--- src/hdl/gde_pkg.sv ---
// Shared constants and codes for the grid diffusion block.
// Used by the top level, the shared multiplier and the port checker.
package gde_pkg;

   localparam int GRID_WIDTH_DEF  = 64;
   localparam int GRID_HEIGHT_DEF = 64;

   localparam int REQ_TDATA_W = 48;
   localparam int RSP_TDATA_W = 40;
   localparam int CSR_INDEX_W = 2;
   localparam int CSR_DATA_W  = 17;
   localparam int MUL_W       = 32;

   typedef enum logic [1:0] {
      ACT_WRITE = 2'd0,
      ACT_READ  = 2'd1,
      ACT_TICK  = 2'd2,
      ACT_NONE  = 2'd3
   } action_type;

   localparam logic [CSR_INDEX_W-1:0] CSR_RATE = 2'd0;
   localparam logic [CSR_INDEX_W-1:0] CSR_KEEP = 2'd1;
   localparam logic [CSR_INDEX_W-1:0] CSR_WRAP = 2'd2;

   localparam logic [16:0] ONE_Q16    = 17'h10000;
   localparam logic [16:0] RATE_RESET = 17'h08000;
   localparam logic [16:0] KEEP_RESET = 17'h10000;

   // Reciprocals for exact division of a 32-bit value by three and by five.
   localparam logic [MUL_W-1:0] RECIP3 = 32'hAAAAAAAB;
   localparam logic [MUL_W-1:0] RECIP5 = 32'hCCCCCCCD;

endpackage

--- src/hdl/gde_mul.sv ---
// Shared 32 x 32 unsigned multiplier with a registered product.
// Depends on gde_pkg for the operand width.
module gde_mul (
   input  logic                          clock,
   input  logic [gde_pkg::MUL_W-1:0]     mul_a,
   input  logic [gde_pkg::MUL_W-1:0]     mul_b,
   output logic [2*gde_pkg::MUL_W-1:0]   mul_p
);
   import gde_pkg::*;

   logic [2*MUL_W-1:0] p_ff;

   always_ff @(posedge clock) begin
      p_ff <= mul_a * mul_b;
   end

   assign mul_p = p_ff;

endmodule

--- config.mk ---
export PLATFORM = sky130hd
export DESIGN_NAME = gde_mul
export DESIGN_NICKNAME = d
export VERILOG_FILES = /design/src/hdl/gde_pkg.sv /design/src/hdl/gde_mul.sv
export SDC_FILE = /design/constraint.sdc
export NUM_CORES = 2
export LEC_CHECK = 0
export ABC_AREA = 1
export BUFFER_PORTS_ARGS = -buffer_cell sky130_fd_sc_hd__buf_4
export CAP_MARGIN = 20
export CORE_UTILIZATION = 65
export CTS_CLUSTER_DIAMETER = 150
export CTS_CLUSTER_SIZE = 8
export DETAILED_ROUTE_END_ITERATION = 6
export PLACE_DENSITY = 0.89
export SYNTH_ARGS = -nofsm -noshare
export SYNTH_HDL_FRONTEND = slang
export SYNTH_SLANG_ARGS = --single-unit
--- constraint.sdc ---
create_clock -name clock -period 11.55 [get_ports clock]
set_clock_uncertainty 0.2 [all_clocks]
set_input_delay 1.7325 -clock clock [delete_from_list [all_inputs] [get_ports clock]]
set_output_delay 1.7325 -clock clock [all_outputs]
set_load 0.01 [all_outputs]
==> impl_metrics.csv <==
group,metric,value,unit
clock_network,clk_pin_slew,0.06,ns
placement,gp_congestion,1.03,
timing,hold_viol_final,0,
yosys,seq_area_frac_synth,3.43,%
global_route,grt_use_met3,4.95,%
timing,slew_violations,0,
clock_network,cts_buffers,9,
drt,wl_per_cell,17.2,microns
placement,hpwlAfterDp,82300,microns
critical_path,cp_data_required_time,11.59,ns
hold_path,min_from,"mul_b[0]",
final_layout,final_common_cell,"inv_1",
floorplanning,num_io_pins,129,
global_route,met1_usage,43.8,%
critical_path,critPathKind,"primary input to flip-flop",
timing,period_needed,8.21,ns
yosys,syn_inst,5023,
final_layout,nets,6194,
hold_path,hold_path_class,"primary input to flip-flop",
yosys,ys_ff_latch,64,
clock_network,post_cts_buffers,0,
yosys,avgSynthCellArea,7.45,sq um
timing,clock.fmax,122,MHz
drt,num_vias,30400,
timing,final.period_utilization,71.1,%
yosys,yosysTopAreaCell,"fa_1",
yosys,synth_fp_nets,6247,
timing,tns,0,ns
drt,drtAntennaViolNets,0,
critical_path,worstPathArrival,8.25,ns
yosys,yosys_warnings,0,
timing,grt_setup_unrepaired,"false",
drt,drc,4,
yosys,synth.area.top_cells,"fa_1, inv_1, nand2_1",
yosys,netlist_area,37400,sq um
timing,worstMarginPinSlew,0.508,ns
final_layout,final_cell_mix,"inv_1, nand2_1, fa_1",
global_route,grt_usage,35.4,%
placement,portBuffers,128,
global_route,antenna_found_initial,3,
final_layout,largest_reg_flops,64,
drt,drtPass1Iterations,7,
critical_path,crit_path_end_kind,"flip-flop",
outcome,violations,"DRC",
clock_network,cts_sinks,64,
clock_network,max-clock-path-buffers,2,
global_route,grt_remaining_overflow,0,
timing,setup_violations,0,
floorplanning,die_w,242,microns
floorplanning,rows,87,
clock_network,cts_resized,0,
hold_path,worstHoldPathCells,3,
clock_network,cts_hold_repair.buffers,0,
global_route,grt_pass1_wl,165000,microns
global_route,use_met2,61.7,%
floorplanning,core_area,56600,sq um
yosys,synth_cell_types,23,
job,max_cap_violations,0,
clock_network,cts_tree,"done",
floorplanning,die_y,242,microns
final_layout,drive_gt1_share,4.18,%
global_route,grt_max_degree,33,
floorplanning,start_util,66.1,%
critical_path,start_kind,"primary input",
outcome,status,"complete, but fails checks",
drt,avgViaCountPerCell,5.29,
final_layout,syn2layout_area_growth,3.95,%
final_layout,fillers,4440,
global_route,busiest_layer,"met2",
yosys,synth_top_area_share,48.0,%
timing,slew_headroom,66.1,%
hold_path,hold_end,"mul_p[0]",
clock_network,ctsHtreeMaxLevel,3,
critical_path,crit_path_max_fanout,32,
drt,drtIter0Drc,2589,
clock_network,cts-root-buf,"clkbuf_16",
global_route,grt_pass1_vias,33100,
drt,wirelength,98900,microns
floorplanning,die_area,58500,sq um
==> kinds of logic after synthesis <==
family | share of synthesized area, %
adder cells (fa/ha/maj) | 56.8
AO/OA/AOI/OAI | 0.853
flip-flops | 3.43
AND/OR/NAND/NOR | 18.8
XOR/XNOR | 0.820
buffers and inverters | 19.3
==> critical path, stage by stage <==
cell     delay (ns)
buf_4          0.38
nand2_1        0.09
inv_1          0.09
fa_1           0.47
fa_1           0.56
inv_1          0.06
fa_1           0.52
fa_1           0.53
inv_1          0.06
fa_1           0.56
fa_1           0.44
fa_1           0.58
fa_1           0.48
ha_1           0.42
nand2_1        0.14
nor2_1         0.19
inv_1          0.13
nor2_1         0.30
a21oi_1        0.15
nand2_2        0.12
nand2_1        0.09
nand3_1        0.08
nand2_1        0.05
==> routing by layer <==
layer  wire [microns]  up-vias
met1            35100    14700
met2            49700     1681
met3             8900      426
met4             5210        0
li1                 -    13500
met5                0        -
==> cell usage after synthesis <==
master,instances
a21oi_1,43
nor2_4,6
o21bai_1,11
nor2_2,14
nor2_1,81
o21bai_2,1
inv_1,1723
xnor2_1,2
ha_1,263
nor3_2,6
nand2_1,1566
nor3_1,11
xor2_1,33
inv_2,12
nand2_2,15
nor3_4,1
dfxtp_1,64
nand3_1,56
fa_1,896
nand3_2,9
clkbuf_1,192
o21ai_0,2
nand4_1,16
==> final cells by class <==
cell class	count	area (sq um)	share of cell area (%)
clock buffers	10	239	0.615
diodes	3	7.51	0.0193
repair buffers	128	961	2.47
well taps	756	946	2.43
multi-input cells	3032	28900	74.3
clock inverters	6	45.0	0.116
inverters	1735	6510	16.8
flip-flops and latches	64	1280	3.30
==> worst max path at each step <==
stage / from / endpoint / slack, ns / cells after the start
floorplan: mul_a[25] / mul_p[60] / 3.80 / 26
finish: mul_b[9] / mul_p[62] / 3.34 / 23
CTS: mul_a[17] / mul_p[62] / 3.42 / 23
global placement: mul_a[16] / mul_p[26] / 3.16 / 21
global route: mul_b[9] / mul_p[62] / 3.10 / 23
detailed placement: mul_a[17] / mul_p[58] / 3.10 / 24
==> through the flow <==
stage,hold slack [ns],cells,worst slack [ns],util (%),instance area [sq um]
5_1_grt,1.65,5734,3.10,68.7,38900
3_5_place_dp,1.92,5715,3.10,68.2,38600
6_report,1.64,5734,3.34,68.7,38900
2_1_floorplan,1.63,5023,3.80,-,37400
4_1_cts,1.63,5731,3.42,68.7,38900
3_3_place_gp,1.93,5715,3.16,68.2,38600
Power is not shown: default switching activity piles up to over one toggle a cycle in this logic, so the estimate is an artifact.
